### src/design/cau_pkg.sv
// Package for the complex arithmetic unit.
// Opcodes and the control struct carried down the pipeline; no dependencies.
package cau_pkg;

  localparam int OP_W = 3;

  localparam logic [OP_W-1:0] OP_ADD = 3'd0;
  localparam logic [OP_W-1:0] OP_SUB = 3'd1;
  localparam logic [OP_W-1:0] OP_MUL = 3'd2;
  localparam logic [OP_W-1:0] OP_DIV = 3'd3;
  localparam logic [OP_W-1:0] OP_MAG = 3'd4;

  typedef struct packed {
    logic [OP_W-1:0] op;
    logic            div_zero;
    logic            sat;
  } ctrl_t;

endpackage

### src/design/cau_sum.sv
// Stage 2: product sums, multiply result with floor and saturation,
// divide numerators and the shared |b|^2 / |a|^2 sum. Depends on cau_pkg.
module cau_sum import cau_pkg::*; #(
  parameter int W = 32,
  parameter int F = 16
) (
  input  logic                  clk,
  input  logic                  en,
  input  logic signed [2*W-1:0] p0,
  input  logic signed [2*W-1:0] p1,
  input  logic signed [2*W-1:0] p2,
  input  logic signed [2*W-1:0] p3,
  input  logic signed [2*W-1:0] p4,
  input  logic signed [2*W-1:0] p5,
  input  logic [W-1:0]          pre_re,
  input  logic [W-1:0]          pre_im,
  input  ctrl_t                 ctrl,
  output logic signed [2*W:0]   n_re_r,
  output logic signed [2*W:0]   n_im_r,
  output logic [2*W-1:0]        d_r,
  output logic [W-1:0]          pre_re_r,
  output logic [W-1:0]          pre_im_r,
  output ctrl_t                 ctrl_r
);

  localparam logic [W-1:0] MAXV = {1'b0, {(W-1){1'b1}}};
  localparam logic [W-1:0] MINV = {1'b1, {(W-1){1'b0}}};

  logic signed [2*W:0] e0, e1, e2, e3, e4, e5;
  logic signed [2*W:0] m_re, m_im, sh_re, sh_im, dsum;
  logic                fit_re, fit_im;
  logic [W-1:0]        pre_re_nxt, pre_im_nxt;
  ctrl_t               ctrl_nxt;

  assign e0 = {p0[2*W-1], p0};
  assign e1 = {p1[2*W-1], p1};
  assign e2 = {p2[2*W-1], p2};
  assign e3 = {p3[2*W-1], p3};
  assign e4 = {p4[2*W-1], p4};
  assign e5 = {p5[2*W-1], p5};

  assign m_re  = e0 - e1;
  assign m_im  = e2 + e3;
  assign sh_re = m_re >>> F;  // floor
  assign sh_im = m_im >>> F;
  assign fit_re = (&sh_re[2*W:W-1]) || !(|sh_re[2*W:W-1]);
  assign fit_im = (&sh_im[2*W:W-1]) || !(|sh_im[2*W:W-1]);
  assign dsum  = e4 + e5;

  always_comb begin
    pre_re_nxt = pre_re;
    pre_im_nxt = pre_im;
    ctrl_nxt   = ctrl;
    if (ctrl.op == OP_MUL) begin
      pre_re_nxt   = fit_re ? sh_re[W-1:0] : (sh_re[2*W] ? MINV : MAXV);
      pre_im_nxt   = fit_im ? sh_im[W-1:0] : (sh_im[2*W] ? MINV : MAXV);
      ctrl_nxt.sat = !fit_re || !fit_im;
    end
  end

  always_ff @(posedge clk) begin
    if (en) begin
      n_re_r   <= e0 + e1;
      n_im_r   <= e3 - e2;
      d_r      <= dsum[2*W-1:0];
      pre_re_r <= pre_re_nxt;
      pre_im_r <= pre_im_nxt;
      ctrl_r   <= ctrl_nxt;
    end
  end

endmodule

### config.mk
export PLATFORM = sky130hd
export DESIGN_NAME = cau_sum
export DESIGN_NICKNAME = d
export VERILOG_FILES = /design/src/design/cau_pkg.sv /design/src/design/cau_sum.sv
export SDC_FILE = /design/constraint.sdc
export NUM_CORES = 1
export LEC_CHECK = 0
export BUFFER_PORTS_ARGS = -buffer_cell sky130_fd_sc_hd__buf_2
export CAP_MARGIN = 20
export CORE_AREA = 2 2 291 293
export CTS_CLUSTER_SIZE = 12
export DETAILED_ROUTE_END_ITERATION = 8
export DIE_AREA = 0 0 293 295
export PLACE_DENSITY = 0.53
export SLEW_MARGIN = 40
export SYNTH_ARGS = -nofsm -noshare
export SYNTH_HDL_FRONTEND = slang
export SYNTH_SLANG_ARGS = --single-unit
### constraint.sdc
create_clock -name clk -period 6.7 [get_ports clk]
set_clock_uncertainty 0.05 [all_clocks]
set_input_delay 1.34 -clock clk [delete_from_list [all_inputs] [get_ports clk]]
set_output_delay 1.34 -clock clk [all_outputs]
set_load 0.02 [all_outputs]
After elaboration in Yosys (flattened, before gate mapping)
Index checks and enable logic that the tools add are counted.
{"block": "totals", "word_cells": 32, "inputBits": 455, "ff_bits": 263, "out_inout_bits": 263}
{"block": "op_classes", "n_addsub": 5, "muxes": 7, "reduce_logical": 11, "eq_ne": 1}
{"cell": "$mux 32", "count": 6}
{"cell": "$add 64x64->65", "count": 2}
{"cell": "$sub 64x64->65", "count": 2}
{"cell": "$add 64x64->64", "count": 1}
{"cell": "$reduce_and 18->1", "count": 2}
{"cell": "$reduce_or 18->1", "count": 2}
{"cell": "$logic_not 1->1", "count": 4}
{"cell": "$eq 3x2->1 const B", "count": 1}
{"cell": "$logic_or 1x1->1", "count": 3}
{"cell": "$mux 1", "count": 1}

Longest topological paths before layout
{"block": "logic_depth", "word_depth": 7, "mapped_depth": 19, "mapped_depth_nobuf": 17}

Least setup slack after synthesis
Ideal clock, no wire load.
{"block": "synth_timing", "path_type": "input port to flip-flop", "start": "input p2[45]", "end": "register pre_im_r[0] (data pin)", "required_ps": 6384, "slack_ps": 1171, "arrival_ps": 5213, "setup_time_ps": 266, "path_stages": 17, "n_path_buf": 2, "path_cell_list": "inv_1 > ha_1 > or4_1 > nand4b_4 > clkinv_2 > a2111oi_2 > o2111a_1 > or4b_1 > o41ai_1 > a211oi_1 > or4b_1 > or4_1 > or3_1 > buf_2 > buf_6 > a21oi_2 > o21ai_1"}
{"block": "synth_via", "elab_chain_cells": 6, "elab_cells_between_ends": 8, "cone_classes": "add/sub: 1; mux: 3; reduce/logical: 4"}
{"item": "start: declaration", "line": "cau_sum.sv:11", "text": "input logic signed [2*W-1:0] p2,"}
{"item": "$add 64x64->65 *", "line": "cau_sum.sv:43", "text": "assign m_im = e2 + e3;"}
{"item": "$reduce_or 18->1", "line": "cau_sum.sv:47", "text": "assign fit_im = (&sh_im[2*W:W-1]) || !(|sh_im[2*W:W-1]);"}
{"item": "$logic_not 1->1", "line": "cau_sum.sv:47"}
{"item": "$logic_or 1x1->1", "line": "cau_sum.sv:47"}
{"item": "$mux 32 *", "line": "cau_sum.sv:56", "text": "pre_im_nxt = fit_im ? sh_im[W-1:0] : (sh_im[2*W] ? MINV : MAXV);"}
{"item": "$mux 32 *", "line": "cau_sum.sv:54", "text": "if (ctrl.op == OP_MUL) begin"}
{"item": "named net pre_im_nxt[0]", "line": "cau_sum.sv:32", "text": "logic [W-1:0] pre_re_nxt, pre_im_nxt;"}
{"item": "end signal: assignment", "line": "cau_sum.sv:67", "text": "pre_im_r <= pre_im_nxt;"}
{"item": "end: declaration", "line": "cau_sum.sv:22", "text": "output logic [W-1:0] pre_im_r,"}
Mark *: on every way through the listed nets, which the timed path passes. The rest lies on a longest branch.
A chain may end at the register's enable or synchronous reset.

Worst setup path after layout
{"block": "layout_timing", "start": "input p2[1]", "end": "register pre_im_r[6] (data pin)"}
The elaborated chain is that of the path after synthesis.

==> impl_results.md <==
- Run status: finished, final reports clean
- Pwr dens: 216 mW/mm^2
- Most frequent cell after synthesis: a21oi_1
- Period Utilization, post-route: 87.7%
- DIE HEIGHT: 295 um
- Crit path arrival time: 6.13 ns
- Post-synthesis register bit count: 263
- Syn Nets: 3863
- Worst Setup End Kind: flop
- Multiplexer share of the synthesized area: 0.151%
- Finished Cell Area: 0.0328 mm^2
- CP Launch Type: input pin
- Routed WL per cell: 22.1 um
- Clock Root Buffer: clkbuf_16
- Simple-gate area share of the yosys netlist: 14.4%
- Worst-margin pin slew: 0.863 ns
- DP Area: 0.0315 mm^2
- Final hold violation count: 0
- Area grow syn2layout: 24.0%
- Fin util: 39.4%
- Post-cts hold buffer count: 0
- Synth top area share: 29.9%
- Final setup fails: 0
- Max Freq: 170 MHz
- Placed Cells: 4831
- RSZ-0062 raised after global routing: no
- Largest net degree at the start of global routing: 58
- CTS Buf Count: 38
- Post-Syn Area: 0.0265 mm^2
- Crit. Startpoint: p2[1]
- Post-synth top cells: a21oi_1, ha_1, inv_1
- Post-DP HPWL: 90800 um
- Die Width: 293 um
- DIE AREA: 0.0864 mm^2
- Post_cts resized: 0
- # DRC: 0
- Via count: 26.3k
- XOR/XNOR share of the synthesized area: 8.64%
- YS warnings: 0
- Fraction of registers with async set/reset: 0%
- Post-Synthesis Cells: 3086
- Core area: 0.0832 mm^2
- TritonRoute pass-1 iters: 6
- Remaining Overflow, GRT: 0
- Row count: 106
- Clock slew at reported path FFs: 0.06 ns
- Worst Hold Slack: 0.913 ns
- H-tree depth: 2
- All-layer global routing usage: 24.0%
- Sequential area share after synthesis: 29.9%
- Slew Limit Fails: 0
- I/O Buffers: 717
- Layout cells sized above 1: 24.3%
- Post-CTS Setup Bufs: 0
- Starting Density: 31.8%
- Critical path peak fanout: 18
- Hold_sp: ctrl[1]
- Hold Path Class: in2reg
- Nets: 4568
- Number of synthesized flops with an enable pin: 263
- CTS max path bufs: 3
- Worst VDD drop: 161 uV
- Syn Area/Cell: 8.57 um^2
- Non-Filler Instances: 4919
- Main combinational cell family by area after synthesis: compound AO/OA/AOI/OAI gates
- Critical path data required time: 6.95 ns
- Synth area leader: edfxtp_1
- Max transition margin: 42.0%
- Post-route ant nets: 0
- Final GP Congestion: 0.949
- Synth Area in Compound Gates: 25.6%
- Ys flop type: edfxtp_1
- Min cycle time layout: 5.88 ns
- Clk sink count: 263
- Max cap viols: 0
- First-pass GRT wire length: 158000 um
- Setup TNS: 0 ns
- Synth cell types: 87
- IO Count: 718
- Antenna violations before repair: 48
- Number of global-route vias before repair: 25.5k
- Via density: 5.34
- Area contributors post-synth: edfxtp_1, ha_1, xnor2_1
- DRT Wirelength: 109000 um
- CTS tree: built
- Synth Area in Adders: 15.3%
- Crit Path Class: in2reg
- Leak: 14.8 nW
- Initial drt markers: 1854
==> routing by layer <==
| layer | global-route usage [%] | part of all wire [%] | up-vias |
|---|---|---|---|
| met5 | 0 | 0.25 | - |
| met4 | 7.58 | 3.1 | 40 |
| met3 | 6.86 | 8.5 | 184 |
| met2 | 40.9 | 47 | 968 |
| met1 | 29.1 | 41 | 12400 |
| li1 | - | - | 12700 |
==> state kept, by name, indices dropped and copies added, names as in the netlist <==
signal	cells
n_re_r	65
ctrl_r	5
pre_re_r	32
n_im_r	65
pre_im_r	32
d_r	64
==> cell families after synthesis <==
group | Yosys count
compound gates | 1037
simple gates | 792
buf+inv | 407
fa+ha+maj | 322
flops | 263
xor+xnor | 261
mux | 4
==> worst paths after layout <==
kind                       to  slack (ns)  cells past startpoint
setup / recovery  pre_im_r[6]        0.82                     18
hold / removal      ctrl_r[1]        0.91                      1
==> placed cells by master, fill, tap and decap left out, types with 41 or more instances in the layout <==
| master | Yosys | routed |
|---|---|---|
| a21o_1 | 79 | 79 |
| a21oi_1 | 352 | 352 |
| buf_2 | 29 | 716 |
| buf_4 | 0 | 66 |
| edfxtp_1 | 263 | 263 |
| ha_1 | 319 | 319 |
| inv_1 | 271 | 271 |
| nand2_1 | 183 | 183 |
| nand3_1 | 51 | 51 |
| nand4_1 | 41 | 41 |
| nor2_1 | 260 | 259 |
| nor3_1 | 49 | 49 |
| nor4_1 | 46 | 43 |
| o21ai_0 | 131 | 131 |
| o21bai_1 | 69 | 69 |
| o31ai_1 | 58 | 58 |
| xnor2_1 | 214 | 214 |
| xor2_1 | 47 | 47 |
==> critical path, stage by stage <==
cell and delay [ns]:
buf_2 0.11, inv_1 0.04, ha_1 0.29, nand2b_1 0.16
a221oi_2 0.31, o21bai_1 0.11, a211oi_1 0.28, o31ai_1 0.20
o311ai_1 0.52, nand2_1 0.23, o311ai_1 0.36, xnor2_1 0.16
or4b_1 0.48, or4_1 0.55, or3_2 0.44, buf_4 0.25
a21oi_2 0.18, o21ai_1 0.06
==> where the power goes <==
group	total [mW]	switching (mW)	internal, mW
registers	2.20	0.0683	2.13
clock network	2.09	0.830	1.26
logic	2.80	1.79	1.01
==> stage by stage <==
step	power (mW)	setup WS [ns]
final	7.08	0.823
after global routing	7.46	0.617
after CTS	7.16	0.927
after detailed placement	5.01	0.322
after global placement	5.02	0.339
after floorplan	3.97	1.17
==> cell type report <==
cell class              count  area [um^2]
diodes                     21         52.6
clock buffers              45          998
clock inverters            22          243
fillers                  8631        50400
inverters                 284         1070
multi-input cells        2416        17000
flip-flops and latches    263         7900
well taps                1080         1350
repair buffers            788         4200
No activity file was read; power rests on OpenSTA's default activity.
