`src/design/cau_pkg.sv`:
```
// Package for the complex arithmetic unit.
// Opcodes and the control struct carried down the pipeline; no dependencies.
package cau_pkg;

  localparam int OP_W = 3;

  localparam logic [OP_W-1:0] OP_ADD = 3'd0;
  localparam logic [OP_W-1:0] OP_SUB = 3'd1;
  localparam logic [OP_W-1:0] OP_MUL = 3'd2;
  localparam logic [OP_W-1:0] OP_DIV = 3'd3;
  localparam logic [OP_W-1:0] OP_MAG = 3'd4;

  typedef struct packed {
    logic [OP_W-1:0] op;
    logic            div_zero;
    logic            sat;
  } ctrl_t;

endpackage

```
`src/design/cau_step.sv`:
```
// One pipeline step: one quotient bit for each divider lane and one root
// bit for the square root. Depends on cau_pkg.
module cau_step import cau_pkg::*; #(
  parameter int W = 32,
  parameter int F = 16,
  parameter int K = 31
) (
  input  logic           clk,
  input  logic           en,
  input  logic [2*W-1:0] rem_re,
  input  logic [2*W-1:0] rem_im,
  input  logic [W-1:0]   q_re,
  input  logic [W-1:0]   q_im,
  input  logic           ovf_re,
  input  logic           ovf_im,
  input  logic [2*W-1:0] nmag_re,
  input  logic [2*W-1:0] nmag_im,
  input  logic           neg_re,
  input  logic           neg_im,
  input  logic [2*W-1:0] d,
  input  logic [W+1:0]   srem,
  input  logic [W-1:0]   sroot,
  input  logic [W-1:0]   pre_re,
  input  logic [W-1:0]   pre_im,
  input  ctrl_t          ctrl,
  output logic [2*W-1:0] rem_re_r,
  output logic [2*W-1:0] rem_im_r,
  output logic [W-1:0]   q_re_r,
  output logic [W-1:0]   q_im_r,
  output logic           ovf_re_r,
  output logic           ovf_im_r,
  output logic [2*W-1:0] nmag_re_r,
  output logic [2*W-1:0] nmag_im_r,
  output logic           neg_re_r,
  output logic           neg_im_r,
  output logic [2*W-1:0] d_r,
  output logic [W+1:0]   srem_r,
  output logic [W-1:0]   sroot_r,
  output logic [W-1:0]   pre_re_r,
  output logic [W-1:0]   pre_im_r,
  output ctrl_t          ctrl_r
);

  localparam bit FIRST   = (K == W - 1);
  localparam bit HAS_BIT = (K >= F);
  localparam int BI      = HAS_BIT ? K - F : 0;

  logic [2*W:0]   t_re, t_im, dx;
  logic           ge_re, ge_im;
  logic [2*W:0]   df_re, df_im;
  logic [W+3:0]   sh, trial, sdf;
  logic           sge;

  // shift in the next dividend bit (zeros below the binary point)
  assign t_re  = {rem_re, HAS_BIT ? nmag_re[BI] : 1'b0};
  assign t_im  = {rem_im, HAS_BIT ? nmag_im[BI] : 1'b0};
  assign dx    = {1'b0, d};
  assign ge_re = t_re >= dx;
  assign ge_im = t_im >= dx;
  assign df_re = t_re - dx;
  assign df_im = t_im - dx;

  // digit-by-digit root, two radicand bits per step
  assign sh    = {srem, d[2*K+1:2*K]};
  assign trial = {2'b00, sroot, 2'b01};
  assign sge   = sh >= trial;
  assign sdf   = sh - trial;

  always_ff @(posedge clk) begin
    if (en) begin
      rem_re_r  <= ge_re ? df_re[2*W-1:0] : t_re[2*W-1:0];
      rem_im_r  <= ge_im ? df_im[2*W-1:0] : t_im[2*W-1:0];
      q_re_r    <= {q_re[W-2:0], ge_re};
      q_im_r    <= {q_im[W-2:0], ge_im};
      // quotient too wide for W bits when the start remainder reaches d
      ovf_re_r  <= ovf_re || (FIRST && ({1'b0, rem_re} >= dx));
      ovf_im_r  <= ovf_im || (FIRST && ({1'b0, rem_im} >= dx));
      nmag_re_r <= nmag_re;
      nmag_im_r <= nmag_im;
      neg_re_r  <= neg_re;
      neg_im_r  <= neg_im;
      d_r       <= d;
      srem_r    <= sge ? sdf[W+1:0] : sh[W+1:0];
      sroot_r   <= {sroot[W-2:0], sge};
      pre_re_r  <= pre_re;
      pre_im_r  <= pre_im;
      ctrl_r    <= ctrl;
    end
  end

endmodule

```
`config.mk`:
```
export PLATFORM = sky130hd
export DESIGN_NAME = cau_step
export DESIGN_NICKNAME = d
export VERILOG_FILES = /design/src/design/cau_pkg.sv /design/src/design/cau_step.sv
export SDC_FILE = /design/constraint.sdc
export NUM_CORES = 1
export LEC_CHECK = 0
export BUFFER_PORTS_ARGS = -buffer_cell sky130_fd_sc_hd__buf_4
export CORE_AREA = 4 4 406 408
export CTS_BUF_LIST = sky130_fd_sc_hd__clkbuf_16
export CTS_CLUSTER_SIZE = 30
export DETAILED_ROUTE_END_ITERATION = 12
export DIE_AREA = 0 0 410 412
export HOLD_SLACK_MARGIN = 0.15
export PLACE_DENSITY = 0.48
export SETUP_SLACK_MARGIN = 0.2
export SLEW_MARGIN = 20
export SYNTH_ARGS = -nofsm -noshare
export SYNTH_HDL_FRONTEND = slang
export SYNTH_SLANG_ARGS = --single-unit
```
`constraint.sdc`:
```
create_clock -name clk -period 3.7 [get_ports clk]
set_clock_uncertainty 0.05 [all_clocks]
set_input_delay 0.37 -clock clk [delete_from_list [all_inputs] [get_ports clk]]
set_output_delay 0.37 -clock clk [all_outputs]
set_load 0.005 [all_outputs]
```
Word-level counts from Yosys, hierarchy flattened

Cells that the tools add are included.

Register bits after elaboration: 523
Bits of input ports: 525
Output and inout port bits: 523
Logic and storage cells: 31

Add/subtract/negate cells: 3
$lt $le $gt $ge: 5
Mux-type cells: 3
Reduce and logical (&&, ||, !) cells: 2

Operators with widths:

| cell                                             | count |
|---|---|
| 65-bit by 64-bit >= comparator with 1-bit output | 2 |
| 64-bit >= comparator                             | 2 |
| 64-bit two-way mux                               | 2 |
| 64-bit subtractor                                | 2 |
| 36-bit by 34-bit >= comparator with 1-bit output | 1 |
| 34-bit two-way mux                               | 1 |
| 34-bit subtractor                                | 1 |
| 1-bit logical OR                                 | 2 |

Longest topological paths before layout

Gate-level depths: netlist (run 1).

Depth after elaboration: 2
Depth in mapped cells: 15
Depth with buffers taken out: 13

Least setup slack after synthesis (run 1)

No wires, ideal clock.

Kind: input to register
Start: input d[6]
End: register rem_re_r[10], data pin
Library setup time: 260 ps
Arrival: 3,130 ps
Required time: 3,390 ps
Slack: 259 ps
Stages: 13
Path buffers: 2
Path through: inv_1 -> ha_1 -> a211o_1 -> a21oi_2 -> or4b_4 -> a2111oi_4 -> nor4_2 -> o211ai_2 -> and3_4 -> o31a_4 -> buf_8 -> buf_12 -> mux2_4

Longest elaborated chain between the ends: 2
Elaborated cells between the ends (all ways): 3
Those cells by class: 1 x add/sub; 1 x order compare; 1 x mux

RTL lines:

| item                                                                                         | RTL line                       | RTL |
|---|---|---|
| from (decl)                                                                                  | cau_step.sv:20                 | `input logic [2*W-1:0] d,` |
| 64-bit subtractor / 65-bit by 64-bit >= comparator with 1-bit output (equally long branches) | cau_step.sv:60, cau_step.sv:58 |  |
| 64-bit two-way mux *                                                                         | cau_step.sv:71                 | `rem_re_r <= ge_re ? df_re[2*W-1:0] : t_re[2*W-1:0];` |
| to (signal assigned)                                                                         | cau_step.sv:71                 |  |
| to (decl)                                                                                    | cau_step.sv:26                 | `output logic [2*W-1:0] rem_re_r,` |

Every way passes the cells marked *; elsewhere a longest branch is shown, timed or not.
A chain may end at the register's enable or synchronous reset.

Worst setup path after layout (run 1)

Start: input rem_re[55]
End: register rem_re_r[4], data pin

Longest elaborated chain between the ends: 2

RTL lines:

| item                                             | RTL line       | RTL |
|---|---|---|
| from (decl)                                      | cau_step.sv:10 | `input logic [2*W-1:0] rem_re,` |
| 65-bit by 64-bit >= comparator with 1-bit output | cau_step.sv:58 | `assign ge_re = t_re >= dx;` |
| 64-bit two-way mux                               | cau_step.sv:71 |  |

No other way between the ends.

==> results of run 1 <==
## path summary, 6_finish.rpt
path | to | startpoint | cells past startpoint | slack (ns)
hold / removal | ctrl_r[3]$_DFFE_PP_ | en | 1 | 0.18
setup / recovery | rem_re_r[4]$_DFFE_PP_ | rem_re[55] | 15 | 0.21
## power by group through the flow
stage / Clock (mW) / Sequential [mW] / Combinational (mW)
6_report: 6.43 / 7.56 / 5.72
3_3_place_gp: 0 / 7.67 / 5.22
4_1_cts: 6.68 / 7.56 / 5.75
3_5_place_dp: 0 / 7.67 / 5.23
2_1_floorplan: 0 / 7.65 / 1.95
5_1_grt: 6.92 / 7.61 / 6.18
## cell usage in the layout, fill, tap and decap left out, drive strengths merged, types with 31 or more instances in the layout
cell type	n
o21ai	209
a21oi	248
ha	290
xnor2	74
nand4	61
edfxtp	523
nor3	43
clkbuf	70
inv	172
buf	1442
nor2	139
clkinv	31
xor2	62
nand2	233
a21o	138
dlygate4sd3	512
nand3	33
## area by class of cell
type,count,area [um2]
fill,16600,111000
timing repair buffer,1955,16200
sequential,523,15700
multi-input combinational,1906,13500
tap,2175,2720
clock buffer,69,1730
inverter,158,597
clock inverter,52,382
antenna,18,45.0
## state kept, by name (all words and copies together) (netlist names)
| signal | cells |
|---|---|
| ctrl_r | 5 |
| d_r | 64 |
| neg_im_r | 1 |
| neg_re_r | 1 |
| nmag_im_r | 64 |
| nmag_re_r | 64 |
| ovf_im_r | 1 |
| ovf_re_r | 1 |
| pre_im_r | 32 |
| pre_re_r | 32 |
| q_im_r | 32 |
| q_re_r | 32 |
| rem_im_r | 64 |
| rem_re_r | 64 |
| srem_r | 34 |
| sroot_r | 32 |
## through the flow
stage          std cells  setup WS (ns)  cell area, um2  setup TNS [ns]  hold WS [ns]
2_1_floorplan       2666          0.259           30000               0         0.419
3_3_place_gp        6197         -0.719           43300          -35.06         0.498
3_5_place_dp        6197         -0.727           43300          -21.55         0.499
4_1_cts             6830          0.172           50500               0         0.154
5_1_grt             6845          0.171           50800               0         0.177
6_report            6856          0.209           50800               0         0.184
## worst max-delay path, stage by stage
cell and delay (ns):
dlygate4sd3_1 0.57, buf_4 0.18, ha_1 0.32, buf_12 0.16
nand4_1 0.17, nor4_1 0.41, buf_4 0.22, nand4_1 0.09
buf_4 0.19, o21ai_0 0.25, nor2_1 0.11, o31a_4 0.16
buf_12 0.17, buf_12 0.18, o31ai_1 0.26
## cells by family (layout without fill, tap and decap cells)
kind of cell    Yosys count  count (layout)  synth area share
fa+ha+maj               292             292             0.122
flops                   523             523             0.524
buf+inv                 237            2234            0.0322
xor+xnor                136             136            0.0397
simple gates            651             651             0.104
mux                      13              13           0.00505
compound gates          814             814             0.172
other cells               0              18                 0
## metal layers
metal,track usage,part of all wire,up-vias
met5,0,0.00051,-
met4,0.0448,0.025,12
met3,0.0388,0.062,180
met2,0.312,0.51,957
met1,0.200,0.40,14100
li1,-,-,14000
## what timing repair did
action / CTS / global route
buffers inserted: 0 / 7
hold buffers: 512 / 0
pin swaps: 0 / 7
gates resized for setup: 2 / 28
hold endpoints to repair: 512 / 0
setup endpoints to repair: 5 / 72
gates cloned: 0 / 1
==> metrics, run 1 <==
share of the synthesized area in the top cell type 0.524; Avg WL per Cell 22.2 um; Core Util, Final 0.314; largest net degree at the start of global routing between 80 and 90; Syn Nets approximately 3,500; VDD IR max 292 uV; CTS sink cnt 523; sw power about 6 mW; critical path type input port to flip-flop; Yosys top cell by area edfxtp_1; fmax 286 MHz; die area ~170,000 um2; synthesized area per cell 11.2 um2; Comb power frac 0.290; Post-synth ARST share 0; Area contributors post-synth edfxtp_1 (52%), ha_1 (12%), a21oi_1 (4.1%); vias in the first global route between 20,000 and 30,000; GRT overflow 0; first-pass GRT wire length 211 mm; Detail Route Antenna Nets 0; fraction of power spent switching nets 0.303; worst rel slew slack 0.375; worst path required time slightly above 4 ns; die width 410 um; port bufs 1,045; Pre-Repair DR Iteration Count 5; post-synthesis sequential area ratio 0.524; Static Leak roughly 22 nW; most frequent cell after synthesis edfxtp_1; Top Ports 1,048; internal power approximately 14 mW; initial antenna violation count 34; Hold Fails Final Rpt 0; die height 412 um; RSZ-0062 raised after global routing false; total of max-cap violations 0; Vias 29,300; Placer Congestion 0.923; most frequent cells after synthesis edfxtp_1 (523), ha_1 (290), a21oi_1 (246); measured slew at the worst slew-check pin between 0.9 and 1 ns; number of DRC markers in iteration 0 ~2,000; Nets around 5,400; Main synth FF type edfxtp_1; Flop pwr share 0.383; initial core utilization 0.185; max-slew violation total from the final report 0; class of the worst hold path input port to flip-flop; share of post-route cells with drive strength above 1 0.343; flop and latch count out of synthesis 523; final WL 152 mm; CTS Buf Count slightly below 70; final setup fails 0; Synth cell types 88; Total GRT Usage 0.170; drc violations 0; Site Rows 148; Final min period 3.49 ns; clock slew at reported path FFs about 0.06 ns; H-tree levels 3; Final Power 19.7 mW; Core ar. 162,000 um2; Area growth, synth to finish 69.5%; Gate Count Post-Synth roughly 2,700; Yosys Warn Count 0; DP Wirelength 125 mm; Clk pwr share 0.326; pwr/cell area 388 nW/um2; WP data arrival 3.92 ns; Worst Path Max Fanout 33; via density per instance about 4.3; crit start category input port; Clock Tree Root clkbuf_16; Final period util 0.943; outcome complete, no violations; Post-synth EDFFs 523; Cell Area, Synth 30,000 um2; CTS tree built; CP endpoint kind flip-flop; clk buf depth 3
No activity file was read; power rests on OpenSTA's default activity.
==> run 2, diff against run 1 <==
- REMOVE_ABC_BUFFERS: default -> 1
==> run 2 against run 1 <==
  * Via count up 2.0%
  * Critical path depth is 2 lower
  * Utilization grew 0.27 points
  * Routed wire length increased by 0.63%
  * Combinational power increased by 0.9%
  * Global-route usage increased by 0.12 points
  * Worst setup slack improved by 0.037 ns
  * Hold slack is essentially flat
  * Clock-buffer cell count is 1 higher
  * Highest routed layer unchanged
==> metrics, run 2 (synthesis gave the netlist of run 1 again) <==
outcome complete, no violations; worst path required time 4.02 ns (-0.10 ns); Clock Tree Root clkbuf_16; final WL 153 mm (+0.63%); VDD IR max 303 uV (+3.8%); port bufs 1,045 (unchanged); measured slew at the worst slew-check pin 1.09 ns (+0.151 ns); Total GRT Usage 0.172 (+0.00123); total of max-cap violations 0 (unchanged); Avg WL per Cell 22.2 um (+0.24%); Static Leak 22.5 nW (+1.1%); CP max stage delay 0.62 ns (+0.05 ns); commonest cells after routing, fill and taps aside buf_4 (1,444), edfxtp_1 (523), dlygate4sd3_1 (514); via density per instance 4.34 (+1.6%); Post-Route Setup TNS 0 ns (unchanged); Area growth, synth to finish 70.9%; Final period util 0.933 (-0.00998); Worst Path Max Fanout 9 (-73%); initial core utilization 0.185 (unchanged); Top Ports 1,048 (unchanged); Placer Congestion 0.908 (-1.6%); final setup fails 0 (unchanged); initial antenna violation count 33 (-2.9%); placed cells 6,222 (+0.40%); clock slew at reported path FFs 0.06 ns (about the same); Non-Filler Instances 6,883 (+0.39%); dpl cell area 43,500 um2 (+0.44%); Nets 5,455 (+0.46%); die height 412 um (unchanged); Worst Slack Setup Final 0.246 ns (+0.0369 ns); CTS Buf Count 70 (+1.4%); fmax 290 MHz (+1.1%); drc violations 0 (unchanged); CP endpoint kind flip-flop; Core ar. 162,000 um2 (unchanged); number of DRC markers in iteration 0 2,187 (+11%); clk buf depth 3 (unchanged); fin area 51,200 um2 (+0.85%); Place WS -0.603 ns (+0.123 ns); CP most frequent cell buf_4; first-pass GRT wire length 213 mm (+1.1%); CTS tree built; pwr/cell area 396 nW/um2 (+1.9%); Final Power 20.3 mW (+2.8%); most common cell after layout, fill and taps aside buf_4; Worst setup startpoint srem[5]; Vias 29,900 (+2.0%); max-slew violation total from the final report 0 (unchanged); CTS sink cnt 523 (unchanged); die area 169,000 um2 (unchanged); Detail Route Antenna Nets 0 (unchanged); Final min period 3.45 ns (-0.0369 ns); die width 410 um (unchanged); critical path type input port to flip-flop; hold path cells 2 (+1); Hold Fails Final Rpt 0 (unchanged); Slowest-stage cell, CP dlygate4sd3_1; RSZ-0062 raised after global routing true; H-tree levels 3 (unchanged); crit start category input port; WHS 0.183 ns (-0.000227 ns); DP Wirelength 124 mm (-0.26%); worst rel slew slack 0.274 (-0.101); Site Rows 148 (unchanged); min-delay src sroot[0]; GRT overflow 0 (unchanged); Pre-Repair DR Iteration Count 6 (+1); largest net degree at the start of global routing 91 (+12%); share of post-route cells with drive strength above 1 0.349 (+0.00641); Core Util, Final 0.317 (+0.00269); WP data arrival 3.78 ns (-0.14 ns); worst path cell trace dlygate4sd3_1 -> buf_4 -> ha_1 -> a2111oi_0 -> a21oi_1 -> o211ai_1 -> a31oi_1 -> or2_2 -> o21ai_4 -> buf_4 -> buf_6 -> buf_12 -> o21ai_0; vias in the first global route 30,100 (+2.3%); class of the worst hold path input port to flip-flop
==> run 2: report_power, final <==
group | leakage (nW) | switching, mW | internal [mW]
Combinational | 16.2 | 2.87 | 2.90
Clock | 1.16 | 2.88 | 4.04
Sequential | 5.12 | 0.277 | 7.30
==> run 2: path summary, 6_finish.rpt <==
kind  slack (ns)              endpoint
min         0.18  sroot_r[1]$_DFFE_PP_
max         0.25  srem_r[19]$_DFFE_PP_
==> run 2: layout make-up <==
class	count	area, um2
tap	2175	2720
fill	16600	110000
inverter	158	604
antenna	16	40.0
clock inverter	56	541
multi-input combinational	1906	13500
timing repair buffer	1979	16400
clock buffer	70	1750
sequential	523	15700
==> run 2: critical path: cells and delay by family <==
kind / cells / cell delay [ns]
AND/OR/NAND/NOR: 1 / 0.33
buffers and inverters: 5 / 1.23
AO/OA/AOI/OAI: 6 / 1.48
adder cells (fa/ha/maj): 1 / 0.35
==> run 2: routing by layer <==
metal  track usage  vias up  share of wire
met5             0        -        0.00040
met4        0.0547       10          0.031
met2         0.304     1073           0.50
met3        0.0323      200          0.058
met1         0.210    14500           0.41
li1              -    14000              -
==> run 2: timing repair <==
item / in CTS / in global routing
pin swaps: 0 / 10
gates resized for setup: 2 / 54
setup endpoints to repair: 4 / 94
buffers inserted: 0 / 4
hold endpoints to repair: 515 / 0
hold buffers: 515 / 0
==> run 3, diff against run 2 <==
- CTS_BUF_LIST: sky130_fd_sc_hd__clkbuf_16 -> default
==> run 3 against run 2 <==
  * First-iteration DRC count fell by 5.2%
  * Clock power barely moved
  * Combinational power barely moved
  * Global-route usage barely moved
  * Largest power group unchanged
==> metrics, run 3 (synthesis gave the netlist of run 1 again) <==
outcome complete, no violations; port bufs 1,045 (unchanged); Multi-input gate area 13,500 um2 (unchanged); max-slew violation total from the final report 0 (unchanged); number of DRC markers in iteration 0 2,074 (-5.2%); total of max-cap violations 0 (unchanged); met2 usage 0.304 (unchanged); Core ar. 162,000 um2 (unchanged); via density per instance 4.33 (-0.27%); die width 410 um (unchanged); worst path required time 4.04 ns (+0.02 ns); Placer Congestion 0.908 (unchanged); class of the worst hold path input port to flip-flop; first-pass GRT wire length 213 mm (about the same); CTS sink cnt 523 (unchanged); met1 usage 0.210 (about the same); Worst Path Max Fanout 33 (+24); WHS 0.218 ns (+0.0349 ns); Hold Fails Final Rpt 0 (unchanged); Final min period 3.46 ns (+0.00641 ns); Total GRT Usage 0.172 (about the same); Flop pwr share 0.374 (about the same); worst path cell trace dlygate4sd3_1 -> buf_4 -> ha_1 -> a21o_1 -> a21oi_1 -> o21ai_0 -> nor3b_1 -> a22oi_1 -> o211ai_2 -> and3_4 -> o31a_4 -> buf_12 -> inv_4 -> mux2_4; Pre-Repair DR Iteration Count 7 (+1); Final period util 0.935 (+0.00173); commonest cells after routing, fill and taps aside buf_4 (1,444), edfxtp_1 (523), dlygate4sd3_1 (514); Post-Route Setup TNS 0 ns (unchanged); initial core utilization 0.185 (unchanged); hold path cells 4 (+2); Detail Route Antenna Nets 0 (unchanged); fmax 289 MHz (-0.19%); Vias 29,800 (-0.27%); RSZ-0062 raised after global routing true; Worst setup startpoint rem_re[33]; dpl cell area 43,500 um2 (unchanged); CP max stage delay 0.54 ns (-0.08 ns); Top Ports 1,048 (unchanged); Static Leak 22.4 nW (-0.18%); Avg WL per Cell 22.2 um (about the same); Area growth, synth to finish 70.9% (unchanged); pwr/cell area 396 nW/um2 (+0.10%); fin area 51,200 um2 (unchanged); VDD IR max 302 uV (-0.27%); Non-Filler Instances 6,883 (unchanged); largest net degree at the start of global routing 91 (unchanged); Clk pwr share 0.342 (about the same); WP data arrival 3.80 ns (+0.02 ns); grt peak-use layer met2; global routing usage on met3 0.0323 (unchanged); critical path type input port to flip-flop; Nets 5,455 (unchanged); Clock Tree Root clkbuf_16; placed cells 6,222 (unchanged); Comb power frac 0.284 (about the same); DP Wirelength 124 mm (unchanged); Setup crit end rem_re_r[39]$_DFFE_PP_; sw power 6.02 mW (-0.11%); vias in the first global route 30,100 (-0.0033%); die area 169,000 um2 (unchanged); FF/Latch Area 15,700 um2 (unchanged); Slowest-stage cell, CP dlygate4sd3_1; Worst Slack Setup Final 0.240 ns (-0.00641 ns); CTS Buf Count 70 (unchanged); measured slew at the worst slew-check pin 1.07 ns (-0.0152 ns); fillers 16,600 (-0.012%); H-tree levels 3 (unchanged); CTS tree built; most common cell after layout, fill and taps aside buf_4; GRT overflow 0 (unchanged); Core Util, Final 0.317 (unchanged); clock slew at reported path FFs 0.05 ns (about the same); clk buf depth 3 (unchanged); die height 412 um (unchanged); worst rel slew slack 0.285 (+0.0101); CP endpoint kind flip-flop; drc violations 0 (unchanged); final setup fails 0 (unchanged); internal power 14.3 mW (+0.19%); Place WS -0.603 ns (unchanged); final WL 153 mm (about the same); fraction of power spent switching nets 0.297 (-0.000638); share of post-route cells with drive strength above 1 0.349 (unchanged); Site Rows 148 (unchanged); initial antenna violation count 33 (unchanged); Final Power 20.3 mW (+0.10%); crit start category input port
run 3: changes by cell type in the layout (fill, tap and decap cells not counted), sizes merged:
| cell | delta |
|---|---|
| clkbuf | +10 |
| inv | -10 |
run 3: area by class of cell:
type,count,area share
timing repair buffer,1979,0.319
sequential,523,0.307
multi-input combinational,1906,0.264
tap,2175,0.0531
clock buffer,80,0.0349
inverter,158,0.0118
clock inverter,46,0.00982
antenna,16,0.000782
run 3: layer usage:
metal	wire, um	vias to the layer above
li1	-	14000
met1	63100	14500
met2	75900	1058
met3	9140	198
met4	4790	10
met5	61	-
run 3: critical path, delay by kind of cell:
kind	cells	cell delay, ns
mux	1	0.29
fa+ha+maj	1	0.41
compound gates	6	1.43
buf+inv	4	0.97
simple gates	2	0.32
run 3: timing repair:
item / CTS / global route
hold endpoints to repair: 515 / 0
hold buffers: 515 / 0
resized for setup: 2 / 54
pin swaps: 0 / 10
setup endpoints to repair: 4 / 94
buffers inserted: 0 / 4
run 3: power by group through the flow:
stage	Sequential (mW)	Combinational, mW	Clock [mW]
after CTS	7.59	5.75	7.19
after global routing	7.62	6.22	7.41
after floorplan	7.66	1.92	0
final	7.58	5.77	6.94
after global placement	7.70	5.23	0
after detailed placement	7.69	5.24	0
run 3: worst min-delay path by stage:
stage,startpoint,endpoint
6_report,rem_re[60],rem_re_r[61]$_DFFE_PP_
5_1_grt,sroot[0],sroot_r[1]$_DFFE_PP_
4_1_cts,rem_re[60],rem_re_r[61]$_DFFE_PP_
3_5_place_dp,nmag_re[37],nmag_re_r[37]$_DFFE_PP_
3_3_place_gp,nmag_re[52],nmag_re_r[52]$_DFFE_PP_
2_1_floorplan,ctrl[0],ctrl_r[0]$_DFFE_PP_
