### src/design/cau_pkg.sv
// Package for the complex arithmetic unit.
// Opcodes and the control struct carried down the pipeline; no dependencies.
package cau_pkg;

  localparam int OP_W = 3;

  localparam logic [OP_W-1:0] OP_ADD = 3'd0;
  localparam logic [OP_W-1:0] OP_SUB = 3'd1;
  localparam logic [OP_W-1:0] OP_MUL = 3'd2;
  localparam logic [OP_W-1:0] OP_DIV = 3'd3;
  localparam logic [OP_W-1:0] OP_MAG = 3'd4;

  typedef struct packed {
    logic [OP_W-1:0] op;
    logic            div_zero;
    logic            sat;
  } ctrl_t;

endpackage

### src/design/cau_final.sv
// Output stage: quotient rounding and saturation, root clipping, result
// select per opcode; holds the output register. Depends on cau_pkg.
module cau_final import cau_pkg::*; #(
  parameter int W = 32
) (
  input  logic           clk,
  input  logic           en,
  input  logic [2*W-1:0] rem_re,
  input  logic [2*W-1:0] rem_im,
  input  logic [W-1:0]   q_re,
  input  logic [W-1:0]   q_im,
  input  logic           ovf_re,
  input  logic           ovf_im,
  input  logic           neg_re,
  input  logic           neg_im,
  input  logic [W-1:0]   sroot,
  input  logic [W-1:0]   pre_re,
  input  logic [W-1:0]   pre_im,
  input  ctrl_t          ctrl,
  output logic [W-1:0]   res_re_r,
  output logic [W-1:0]   res_im_r,
  output logic           div_zero_r,
  output logic           sat_r
);

  localparam logic [W-1:0] MAXV = {1'b0, {(W-1){1'b1}}};
  localparam logic [W-1:0] MINV = {1'b1, {(W-1){1'b0}}};
  localparam logic [W:0]   LIM  = {2'b01, {(W-1){1'b0}}};

  // returns {clipped, value}
  function automatic logic [W:0] div_part(input logic [W-1:0] q, input logic rnz,
                                          input logic neg, input logic ovf);
    logic [W:0]   mag;
    logic [W-1:0] val;
    logic         clip;
    mag  = {1'b0, q} + {{W{1'b0}}, (neg && rnz)};
    clip = 1'b0;
    val  = q;
    if (neg) begin
      if (ovf || mag > LIM) begin
        val  = MINV;
        clip = 1'b1;
      end else begin
        val = '0 - mag[W-1:0];
      end
    end else if (ovf || q[W-1]) begin
      val  = MAXV;
      clip = 1'b1;
    end
    return {clip, val};
  endfunction

  logic [W:0]   dr, di;
  logic [W-1:0] re_nxt, im_nxt;
  logic         dz_nxt, sat_nxt;

  assign dr = div_part(q_re, rem_re != '0, neg_re, ovf_re);
  assign di = div_part(q_im, rem_im != '0, neg_im, ovf_im);

  always_comb begin
    re_nxt  = pre_re;
    im_nxt  = pre_im;
    dz_nxt  = 1'b0;
    sat_nxt = ctrl.sat;
    unique case (ctrl.op)
      OP_DIV: begin
        if (ctrl.div_zero) begin
          re_nxt  = '0;
          im_nxt  = '0;
          dz_nxt  = 1'b1;
          sat_nxt = 1'b0;
        end else begin
          re_nxt  = dr[W-1:0];
          im_nxt  = di[W-1:0];
          sat_nxt = dr[W] || di[W];
        end
      end
      OP_MAG: begin
        re_nxt  = sroot[W-1] ? MAXV : sroot;
        im_nxt  = '0;
        sat_nxt = sroot[W-1];
      end
      default: begin
      end
    endcase
  end

  always_ff @(posedge clk) begin
    if (en) begin
      res_re_r   <= re_nxt;
      res_im_r   <= im_nxt;
      div_zero_r <= dz_nxt;
      sat_r      <= sat_nxt;
    end
  end

endmodule

### config.mk
export PLATFORM = sky130hd
export DESIGN_NAME = cau_final
export DESIGN_NICKNAME = d
export VERILOG_FILES = /design/src/design/cau_pkg.sv /design/src/design/cau_final.sv
export SDC_FILE = /design/constraint.sdc
export NUM_CORES = 1
export LEC_CHECK = 0
export BUFFER_PORTS_ARGS = -buffer_cell sky130_fd_sc_hd__clkbuf_2
export CORE_AREA = 2 2 141 143
export DETAILED_ROUTE_END_ITERATION = 6
export DIE_AREA = 0 0 143 145
export PLACE_DENSITY_LB_ADDON = 0.2
export SYNTH_ARGS = -nofsm -noshare
export SYNTH_HDL_FRONTEND = slang
export SYNTH_SLANG_ARGS = --single-unit
### constraint.sdc
create_clock -name clk -period 9.6 [get_ports clk]
set_input_delay 0.96 -clock clk [delete_from_list [all_inputs] [get_ports clk]]
set_output_delay 0.96 -clock clk [all_outputs]
set_load 0.05 [all_outputs]
* Word-level counts from Yosys, hierarchy flattened *
Cells that the tools add are included.

operators by class
  add/sub/neg operators = 4
  $lt $le $gt $ge = 2
  eq/ne operators = 2
  muxes and demuxes = 20
  reduce and logical (&&, ||, !) cells = 9

operators with widths
  cell                   number
  $mux 32                8
  $pmux 32 s2            2
  $reduce_bool 64->1     2
  $add 32x1->33          2
  $gt 33x32->1 const B   2
  $sub 1x32->32 const A  2
  $mux 31                1
  $mux 1                 8
  $logic_or 1x1->1       5
  $eq 3x2->1 const B     1
  $eq 3x3->1 const B     1
  $logic_and 1x1->1      2
  $pmux 1 s2             1

storage, ports and cells
  register bits = 66
  output and inout port bits = 66
  word-level logic and storage cells = 41

* Longest topological paths before layout *
Gate-level depths: netlist of run 1.

  depth in word-level cells = 10
  depth in mapped cells = 18

* Worst setup path after synthesis of run 1 *
No wires, ideal clock.

  kind = in2reg
  from = input neg_im
  to = register res_im_r[29] (data pin)
  setup time = 0.261 ns
  data arrival time = 4.588 ns
  data required time = 9.339 ns
  slack = 4.751 ns
  cell stages on the path = 17
  path buffers = 4
  cells stage by stage = clkbuf_1 > clkinv_1 > clkbuf_1 > nor2_1 > ha_1 > ha_1 > clkbuf_1 > xor2_1 > or3_1 > nor2_1 > o21ai_0 > a2111oi_2 > or4b_1 > buf_2 > nor3b_2 > and3_1 > o31ai_1

between the ends
  longest elaborated chain between the ends = 8

RTL lines
  element               line             text
  start, declared       cau_final.sv:15  input logic neg_im,
  $logic_and 1x1->1     cau_final.sv:36  mag = {1'b0, q} + {{W{1'b0}}, (neg && rnz)};
  $add 32x1->33         cau_final.sv:36
  $gt 33x32->1          cau_final.sv:40  if (ovf || mag > LIM) begin
  $logic_or 1x1->1      cau_final.sv:40
  $mux 32               cau_final.sv:40
  $mux 32 (*)           cau_final.sv:39  if (neg) begin
  $mux 32 (*)           cau_final.sv:67  if (ctrl.div_zero) begin
  $pmux 32 s2 (*)       cau_final.sv:65  unique case (ctrl.op)
  via im_nxt[29]        cau_final.sv:54  logic [W-1:0] re_nxt, im_nxt;
  end signal, assigned  cau_final.sv:91  res_im_r <= im_nxt;
  end, declared         cau_final.sv:21  output logic [W-1:0] res_im_r,

Mark *: on every way through the listed nets, which the timed path passes. The rest lies on a longest branch.
A chain may end at the register's enable or synchronous reset.

* Worst setup path after layout of run 1 *
  from = input neg_re
  to = register res_re_r[27] (data pin)

between the ends
  longest elaborated chain between the ends = 8

RTL lines
  element               line             text
  start, declared       cau_final.sv:14  input logic neg_re,
  $logic_and 1x1->1     cau_final.sv:36
  $add 32x1->33         cau_final.sv:36
  $gt 33x32->1          cau_final.sv:40
  $logic_or 1x1->1      cau_final.sv:40
  $mux 32               cau_final.sv:40
  $mux 32 (*)           cau_final.sv:39
  $mux 32 (*)           cau_final.sv:67
  $pmux 32 s2 (*)       cau_final.sv:65
  via re_nxt[27]        cau_final.sv:54
  end signal, assigned  cau_final.sv:90  res_re_r <= re_nxt;
  end, declared         cau_final.sv:20  output logic [W-1:0] res_re_r,

Marked as above.

==> flow_summary_export.csv, run 1 <==
group,metric,value,unit
routing,wire_per_inst,21.0,microns
floorplanning,die-area,20700,sq um
floorplanning,fp.dieH,145,microns
pwr,p_comb_frac,0.347,
yosys,synthAdderAreaFrac,0.00974,
place,dp_hpwl,25700,microns
global_route,grt_overflow,0,
min_path,hp-class,"input port to flop",
critical_path,endpoint_kind,"flop",
yosys,syn-cell-area,7710,sq um
layout,nets,1588,
clocking,cts_buffers,9,
layout,syn_to_final_growth,27.4,%
clocking,clock-root-buffer,"clkbuf_16",
floorplanning,io_pins,365,
sta,tns,0,ps
clocking,cts.reportedPaths.clkPinSlew,60,ps
routing,via_per_inst,5.92,
yosys,yosys_warnings,0,
clocking,cts_num_sinks,66,
place,port_buffers,364,
sta,tightest_slew,1100,ps
yosys,ys_ff_latch,66,
yosys,synth_cells,987,
pwr,leakagePower,4.02,nW
yosys,syn_nets,1292,
pwr,max-vdd-ir-drop,81.7,uV
pwr,p_sw_frac,0.381,
pwr,p_sw,411,uW
critical_path,crit_required,9770,ps
floorplanning,start_util,0.401,
pwr,p_seq_frac,0.334,
yosys,synth-compound-area-share,0.208,
pwr,powerDensity,110,nW/um^2
clocking,cts_hold_buf,0,
clocking,cts_tree,"yes",
floorplanning,dieWidth,143,microns
pwr,power,1.08,mW
yosys,yosysUniqueCellTypes,80,
routing,dr.pass1.iters,5,
sta,hold_violations,0,
clocking,cts_setup_buffers,0,
routing,wirelength,32700,microns
yosys,synth-edff-count,66,
layout,drive_gt1_frac,0.322,
routing,drcViolationCount,0,
global_route,grt_start_max_net_pins,67,
yosys,async_flop_share,0,
global_route,track_usage,0.303,
sta,setup_violations,0,
flow_run,drv_cap,0,
sta,fin_crit_sh,0.607,
sta,grt_setup_unrepaired,"no",
global_route,grt_pass1_vias,9021,
yosys,synthFlopType,"edfxtp_1",
routing,antenna_left,0,
clocking,cts-htree-levels,3,
yosys,yosysSeqAreaShare,0.257,
yosys,yosys.area_share.xor_xnor,0.122,
place,gp_congestion,0.990,
critical_path,worstSetupPathType,"input port to flop",
yosys,synth_top_family_by_area,"simple AND/OR/NAND/NOR gates",
layout,finalNonFillerCells,1555,
routing,vias,9206,
pwr,internal-power,670,uW
clocking,clockBufferDepth,2,
yosys,post_synth.cell_area_avg,7.81,sq um
clocking,cts-resized-gates,0,
min_path,whs_path_depth,3,
sta,fmax,0.171,GHz
place,place_inst,1537,
status,status,"finished clean",
sta,period_minus_slack,5830,ps
floorplanning,core_area,19200,sq um
sta,slew-limit-headroom,0.267,
routing,drt_iter0_markers,560,
sta,slew_viol_final,0,
floorplanning,num_rows,51,
pwr,clkPwrFrac,0.319,
global_route,antenna_found_initial,3,
yosys,synth-simple-area-share,0.330,
yosys,yosys-mux-area-fraction,0.0146,
critical_path,critPathLaunchType,"input port",
critical_path,worstPathArrival,6010,ps
global_route,grt_pass1_wl,48700,microns
critical_path,cp_max_fo,31,
final timing paths:
path       start            to  slack [ps]
max       neg_re  res_re_r[27]        3770
min   pre_im[26]  res_im_r[26]         880
final cells by class:
type,count,area (sq um)
fill,1901,9390
multi-input combinational,822,5290
sequential,66,1980
timing repair buffer,371,1870
tap,265,332
clock buffer,10,229
clock inverter,5,56.3
inverter,13,48.8
antenna,3,7.51
layout by cell type (no fill, tap or decap), drive strengths merged, types with 11 or more instances in the layout:
cell	Yosys	routed
and4	12	12
clkbuf	53	373
nor4	54	54
edfxtp	66	66
and2	15	15
nor3	39	39
o21ai	75	75
a21oi	24	24
xnor2	71	71
nand2	107	107
inv	11	11
nor2	58	58
o221ai	28	28
or3	15	15
and3	16	16
xor2	36	36
nand4	34	34
o22ai	16	16
nand3	69	69
through the flow:
stage	area (sq um)	util	worst slack (ps)	hold slack, ps
6_report	9810	0.511	3770	882
5_1_grt	9810	0.511	3430	895
4_1_cts	9810	0.511	3880	874
3_5_place_dp	9520	0.496	3550	1240
3_3_place_gp	9520	0.496	3650	1240
2_1_floorplan	7710	-	4750	1070
kinds of logic after synthesis:
kind of cell | count (synthesis)
AO/OA/AOI/OAI | 231
multiplexers | 11
adder cells (fa/ha/maj) | 6
XOR/XNOR | 107
buffers and inverters | 99
AND/OR/NAND/NOR | 467
flip-flops | 66
cell usage after synthesis (6+ instances only):
master | instances | area (sq um)
and4_1 | 12 | 105
or3_1 | 15 | 93.8
mux2i_1 | 9 | 90.1
ha_1 | 6 | 75.1
inv_1 | 11 | 41.3
nand4_1 | 33 | 206
nor2_1 | 57 | 214
nand3_1 | 69 | 345
xor2_1 | 36 | 315
xnor2_1 | 71 | 622
nand2b_1 | 6 | 37.5
a22o_1 | 6 | 52.6
nor3_1 | 39 | 195
and2_1 | 15 | 93.8
edfxtp_1 | 66 | 1980
o221ai_1 | 28 | 245
o211ai_1 | 8 | 60.1
clkbuf_1 | 52 | 195
nor4b_1 | 7 | 61.3
a211oi_1 | 8 | 60.1
a31oi_1 | 8 | 50.1
nand2_1 | 107 | 402
buf_4 | 6 | 45.0
and3_1 | 15 | 93.8
a21oi_1 | 24 | 120
buf_2 | 22 | 110
o21ai_0 | 72 | 360
nor4_1 | 51 | 319
o22ai_1 | 16 | 100
metal layers:
layer	global-route usage	vias up	wire (microns)	share of wire
li1	-	4366	-	-
met1	0.354	4365	13200	0.40
met2	0.545	417	16600	0.51
met3	0.0380	58	1690	0.052
met4	0.138	0	1260	0.038
met5	0	-	0	0
worst max-delay path: stages:
cell and delay, ps:
clkbuf_2 310, clkinv_1 110, buf_4 260, nor2_1 140
ha_1 230, ha_1 360, nand3_1 440, nor3_1 760
nand4_1 290, mux2i_1 200, a311o_1 360, o41ai_1 430
o21a_2 640, o21ai_0 190, a211oi_1 290
flip-flops by register name, indices dropped and copies added (netlist names):
| name | flops |
|---|---|
| div_zero_r | 1 |
| res_im_r | 32 |
| res_re_r | 32 |
| sat_r | 1 |
power by group through the flow:
stage | clock network, mW | logic, mW | registers, mW
2_1_floorplan | 0 | 0.133 | 0.464
3_3_place_gp | 0 | 0.371 | 0.367
3_5_place_dp | 0 | 0.373 | 0.367
4_1_cts | 0.349 | 0.374 | 0.361
5_1_grt | 0.357 | 0.401 | 0.363
6_report | 0.345 | 0.376 | 0.361
Power figures use the tool's default switching activity.
==> run 2: changes to the inputs <==
--- a/config.mk
+++ b/config.mk
@@ -5,6 +5,7 @@
 export SDC_FILE = /design/constraint.sdc
 export NUM_CORES = 1
 export LEC_CHECK = 0
+export ABC_AREA = 1
 export BUFFER_PORTS_ARGS = -buffer_cell sky130_fd_sc_hd__clkbuf_2
 export CORE_AREA = 2 2 141 143
 export DETAILED_ROUTE_END_ITERATION = 6
==> constraint.sdc (replaced) <==
create_clock -name clk -period 5.1 [get_ports clk]
set_input_delay 0.51 -clock clk [delete_from_list [all_inputs] [get_ports clk]]
set_output_delay 0.51 -clock clk [all_outputs]
set_load 0.05 [all_outputs]
==> run 2 against run 1 <==
Against the previous run: die area is the same; final area increased by 4.3%; combinational power rose by 93%; sequential share of layout area decreased by 0.82 points; worst hold slack worse by 440 ps; clock-buffer cell count shrank 1; critical path depth is 7 higher.
==> flow_summary_export.csv, run 2 <==
group,metric,value,unit
yosys,synth_area_leader_cell,"edfxtp_1",
routing,wirelength,34700,microns
pwr,p_sw,795,uW
routing,antenna_left,0,
place,place_inst,1904,
routing,via_per_inst,5.34,
yosys,yosysUniqueCellTypes,43,
critical_path,cpPeakStageDelay,410,ps
critical_path,cp_num_buf_inv,4,
pwr,clkPwrFrac,0.329,
routing,wl_met3,2980,microns
critical_path,worstSetupPathType,"input port to flop",
yosys,synth.top_cell.area_share,0.254,
pwr,internal-power,1.30,mW
clocking,clockBufferDepth,2,
routing,wire_per_inst,18.1,microns
global_route,antenna_found_initial,0,
yosys,syn_nets,1600,
clocking,clock-root-buffer,"clkbuf_16",
layout,reg_top3,"res_im_r x32, res_re_r x32",
status,status,"finished clean",
yosys,synthFlopType,"edfxtp_1",
floorplanning,core_area,19200,sq um
clocking,cts_hold_buf,0,
sta,slew-limit-headroom,0.395,
routing,drt_iter0_markers,861,
yosys,async_flop_share,0,
clocking,cts-htree-levels,3,
yosys,post_synth.cell_area_avg,6.03,sq um
pwr,p_sw_frac,0.379,
place,gp_congestion,0.995,
layout,diodes,0,
flow_run,drv_cap,0,
pwr,power,2.10,mW
floorplanning,io_pins,365,
floorplanning,start_util,0.406,
sta,fin_crit_sh,0.782,
routing,drcViolationCount,0,
yosys,synth_cells,1295,
critical_path,worstPathArrival,4190,ps
critical_path,crit_family,"simple AND/OR/NAND/NOR gates",
sta,period_minus_slack,3990,ps
routing,route.met2.wl,15600,microns
global_route,grt_pass1_vias,9751,
routing,top_layer,"met4",
global_route,grt_start_max_net_pins,67,
critical_path,path_cells,"clkbuf_2 -> nor4_1 -> nand4_1 -> nor4_1 -> nor2_1 -> ha_1 -> ha_1 -> inv_1 -> ha_1 -> inv_1 -> nor2_1 -> nand3_2 -> nor3_4 -> nand2_2 -> nor2_2 -> nand3_1 -> nand2_1 -> nand2_1 -> nand2_2 -> buf_4 -> nand3_1 -> nand3_1",
yosys,synth-edff-count,66,
routing,vias,10249,
sta,setup_violations,0,
layout,final_cell_mix,"403 x nand2_1, 363 x clkbuf_2, 182 x nor2_1, 146 x nand3_1, 123 x inv_1",
layout,postLayoutCellArea,10200,sq um
layout,nets,1955,
pwr,p_seq_frac,0.325,
critical_path,critPathLaunchType,"input port",
yosys,synth_most_common_cell,"nand2_1",
layout,finalNonFillerCells,1920,
sta,fin_ws,1110,ps
sta,slew_viol_final,0,
global_route,grt_pass1_wl,53100,microns
clocking,cts_setup_buffers,0,
floorplanning,fp.dieH,145,microns
sta,hold_violations,0,
critical_path,path_depth,22,
layout,drive_gt1_frac,0.286,
yosys,netlist_top_cells_count,"403 x nand2_1, 184 x nor2_1, 146 x nand3_1, 123 x inv_1, 70 x o21ai_0",
clocking,cts_num_sinks,66,
critical_path,endpoint_kind,"flop",
pwr,powerDensity,205,nW/um^2
place,place_area,9910,sq um
global_route,track_usage,0.331,
routing,wl_met1,14900,microns
yosys,syn-cell-area,7810,sq um
clocking,cts.reportedPaths.clkPinSlew,60,ps
critical_path,slowest_stage,"nor4_1",
floorplanning,dieWidth,143,microns
pwr,p_comb_frac,0.346,
place,dp_hpwl,28900,microns
place,pre_cts_slack,784,ps
sta,fmax,0.251,GHz
floorplanning,die-area,20700,sq um
min_path,hp-class,"input port to flop",
sta,grt_setup_unrepaired,"no",
yosys,yosys_warnings,0,
sta,tightest_slew,908,ps
layout,syn_to_final_growth,31.1,%
routing,dr.pass1.iters,6,
sta,tns,0,ps
yosys,synth_area_leaders,"edfxtp_1 25%, nand2_1 19%, nand3_1 9.4%, nor2_1 8.8%, inv_1 5.9%",
critical_path,crit_required,5300,ps
pwr,max-vdd-ir-drop,158,uV
floorplanning,num_rows,51,
yosys,ys_ff_latch,66,
layout,final_common_cell,"nand2_1",
pwr,leakagePower,5.16,nW
global_route,grt_overflow,0,
critical_path,cp_max_fo,14,
clocking,cts_buffers,9,
min_path,whs_path_depth,3,
clocking,cts-resized-gates,0,
clocking,cts_tree,"yes",
place,port_buffers,364,
yosys,yosysSeqAreaShare,0.254,
## run 2: cell types whose count changed after synthesis, moves of 28 or more
| cell | previous run | this run |
|---|---|---|
| inv_1 | 11 | 123 |
| nor2_1 | 57 | 184 |
| nand2_1 | 107 | 403 |
| clkbuf_1 | 52 | 22 |
| o221ai_1 | 28 | 0 |
| nand3_1 | 69 | 146 |
| nor3_1 | 39 | 10 |
| xnor2_1 | 71 | 12 |
## run 2: worst min-delay path: stages
cell and delay (ps):
clkbuf_2 70, nand2_1 40, o21ai_0 60
## run 2: kinds of logic (layout without fill, tap and decap cells)
group	count (synthesis)	after routing	share of synthesized area
xor+xnor	28	28	0.0314
compound gates	153	153	0.110
fa+ha+maj	6	6	0.00962
buf+inv	163	523	0.0828
simple gates	879	879	0.513
flops	66	66	0.254
## run 2: layout make-up
| type | count | area (sq um) |
|---|---|---|
| Fill cell | 2011 | 8970 |
| Sequential cell | 66 | 1980 |
| Tap cell | 265 | 332 |
| Timing Repair Buffer | 376 | 1910 |
| Clock inverter | 7 | 93.8 |
| Clock buffer | 9 | 225 |
| Multi-Input combinational cell | 1066 | 5190 |
| Inverter | 131 | 492 |
## run 2: final timing paths
kind | to | start
hold / removal | res_im_r[2] | pre_im[2]
setup / recovery | res_re_r[3] | rem_re[17]
## run 2: layer usage
| metal | up-vias | GRT usage |
|---|---|---|
| li1 | 5010 | - |
| met1 | 4575 | 0.457 |
| met2 | 593 | 0.529 |
| met3 | 71 | 0.0426 |
| met4 | 0 | 0.116 |
| met5 | - | 0 |
## run 2: per-stage QoR
step | util | hold slack [ps]
2_1_floorplan | - | 622
3_3_place_gp | 0.516 | 785
3_5_place_dp | 0.516 | 789
4_1_cts | 0.533 | 437
5_1_grt | 0.533 | 449
6_report | 0.533 | 442
## run 2: power by group through the flow
stage               Clock [mW]  Combinational [mW]  Sequential (mW)
CTS                      0.699               0.721            0.681
global route             0.717               0.780            0.685
floorplan                    0               0.248            0.872
detailed placement           0               0.718            0.692
finish                   0.690               0.726            0.681
global placement             0               0.718            0.691
==> run 3: changes to the inputs <==
==> constraint.sdc (replaced) <==
create_clock -name clk -period 4.17 [get_ports clk]
set_input_delay 0.417 -clock clk [delete_from_list [all_inputs] [get_ports clk]]
set_output_delay 0.417 -clock clk [all_outputs]
set_load 0.05 [all_outputs]
==> run 3 against run 2 <==
Against the previous run: the flow now finishes with violations (DRC); wire length hardly changed; die area stayed put; sequential power up 22%; critical endpoint is now res_im_r[31].
==> flow_summary_export.csv, run 3 (synthesized netlist as in run 2, its figures left out) <==
group,metric,value,unit
routing,top_layer,"met4",
min_path,hp-start,"pre_im[7]",
critical_path,worstPathArrival,3840,ps
pwr,internal-power,1.67,mW
pwr,p_sw,993,uW
clocking,cts_tree,"yes",
min_path,hold_path_end,"res_im_r[7]",
routing,route.met2.wl,16300,microns
place,place_inst,1921,
routing,via_per_inst,5.34,
sta,fin_crit_sh,0.900,
min_path,hp-class,"input port to flop",
pwr,p_comb_frac,0.338,
global_route,grt_pass1_vias,9767,
critical_path,worstSetupPathType,"input port to flop",
routing,wirelength,34700,microns
floorplanning,core_area,19200,sq um
routing,wl_met1,14300,microns
floorplanning,num_rows,51,
sta,tightest_slew,933,ps
min_path,whs_path_depth,3,
clocking,cts_num_sinks,66,
clocking,cts_setup_buffers,0,
global_route,antenna_found_initial,2,
sta,slew-limit-headroom,0.378,
layout,finalNonFillerCells,1939,
clocking,clock-root-buffer,"clkbuf_16",
routing,drt_iter0_markers,962,
flow_run,drv_cap,0,
pwr,p_sw_frac,0.373,
layout,fillCellCount,1995,
clocking,cts.reportedPaths.clkPinSlew,80,ps
layout,nets,1972,
routing,wire_per_inst,17.9,microns
place,port_buffers,364,
layout,reg_top3,"res_im_r x32, res_re_r x32",
global_route,track_usage,0.330,
clocking,cts_buffers,9,
pwr,leakagePower,5.27,nW
global_route,grt_start_max_net_pins,67,
layout,final_cell_mix,"403 x nand2_1, 363 x clkbuf_2, 183 x nor2_1, 146 x nand3_1, 123 x inv_1",
layout,final_common_cell,"nand2_1",
critical_path,cp_max_fo,6,
critical_path,critPathLaunchType,"input port",
status,status,"finished, violations left",
sta,hold_violations,0,
status,violations,"DRC",
sta,slew_viol_final,0,
routing,wl_met3,3110,microns
clocking,cts-htree-levels,3,
layout,finalCoreUtilization,0.542,
global_route,grt_pass1_wl,53000,microns
sta,period_minus_slack,3750,ps
floorplanning,die-area,20700,sq um
floorplanning,fp.dieH,145,microns
pwr,clkPwrFrac,0.350,
clocking,clockBufferDepth,2,
sta,fmax,0.266,GHz
layout,drive_gt1_frac,0.293,
pwr,powerDensity,256,nW/um^2
sta,setup_violations,0,
clocking,cts_hold_buf,0,
place,dp_hpwl,28900,microns
routing,drcViolationCount,4,
routing,antenna_left,0,
layout,syn_to_final_growth,33.3,%
critical_path,endpoint_kind,"flop",
critical_path,crit_required,4260,ps
pwr,max-vdd-ir-drop,191,uV
global_route,grt_overflow,0,
sta,tns,0,ps
floorplanning,start_util,0.406,
floorplanning,io_pins,365,
sta,grt_setup_unrepaired,"no",
place,gp_congestion,0.994,
routing,vias,10346,
routing,dr.pass1.iters,7,
pwr,p_seq_frac,0.312,
floorplanning,dieWidth,143,microns
## run 3: cell count changes in the layout (fill, tap and decap cells not counted), sizes merged
cell,previous run,this run
inv,127,128
bufinv,2,3
clkinvlp,2,0
buf,13,30
diode,0,2
## run 3: worst max-delay path by stage
stage | start | to | slack [ps] | depth (start not counted)
2_1_floorplan | rem_re[25] | sat_r | 740 | 22
3_3_place_gp | rem_im[25] | res_im_r[31] | 80 | 20
3_5_place_dp | rem_re[17] | res_re_r[3] | 60 | 22
4_1_cts | rem_re[49] | res_re_r[3] | 400 | 22
5_1_grt | rem_re[49] | res_re_r[3] | 40 | 22
6_report | rem_im[25] | res_im_r[31] | 420 | 20
## run 3: what timing repair did
item                       4_1_cts  5_1_grt
hold endpoints to repair         0        0
setup endpoints to repair        0       15
resized for setup                0        2
## run 3: per-layer routing
layer | track usage | vias up
met4 | 0.110 | 0
met1 | 0.438 | 4689
met3 | 0.0521 | 54
met2 | 0.546 | 548
met5 | 0 | -
li1 | - | 5055
## run 3: per-stage QoR
step | cell area [sq um] | hold WS [ps] | setup slack, ps | total power [mW]
3_3_place_gp | 10000 | 695 | 77.2 | 1.73
4_1_cts | 10400 | 329 | 403 | 2.66
5_1_grt | 10400 | 355 | 39.4 | 2.77
6_report | 10400 | 333 | 415 | 2.66
3_5_place_dp | 10000 | 698 | 57.3 | 1.74
2_1_floorplan | 7810 | 529 | 737 | 1.37
## run 3: layout make-up
class / count / area [sq um] / area share
Timing Repair Buffer: 393 / 2050 / 0.197
Sequential cell: 66 / 1980 / 0.190
Clock buffer: 9 / 225 / 0.0216
Inverter: 131 / 492 / 0.0473
Antenna cell: 2 / 5.00 / 0.000481
Multi-Input combinational cell: 1066 / 5200 / 0.500
Tap cell: 265 / 332 / 0.0319
Clock inverter: 7 / 125 / 0.0120
## run 3: worst max-delay path: stages
cell and delay, ps:
clkbuf_2 80, nor4_1 370, nand4_1 170, nor4_1 360
nor2_1 80, ha_1 220, ha_1 220, nor2_1 130
nor2_1 90, nor3_1 280, nand2_1 110, nor2_1 140
nand2_1 190, nor3_4 270, buf_4 180, nand3_1 80
nand2_1 70, nand2_1 50, o21ai_0 240, nand2_1 100
## run 3: power groups by stage
stage / sequential [mW] / clock (mW) / combinational (mW)
2_1_floorplan: 1.07 / 0 / 0.303
3_3_place_gp: 0.844 / 0 / 0.887
3_5_place_dp: 0.846 / 0 / 0.890
4_1_cts: 0.832 / 0.938 / 0.894
5_1_grt: 0.836 / 0.964 / 0.968
6_report: 0.831 / 0.931 / 0.900
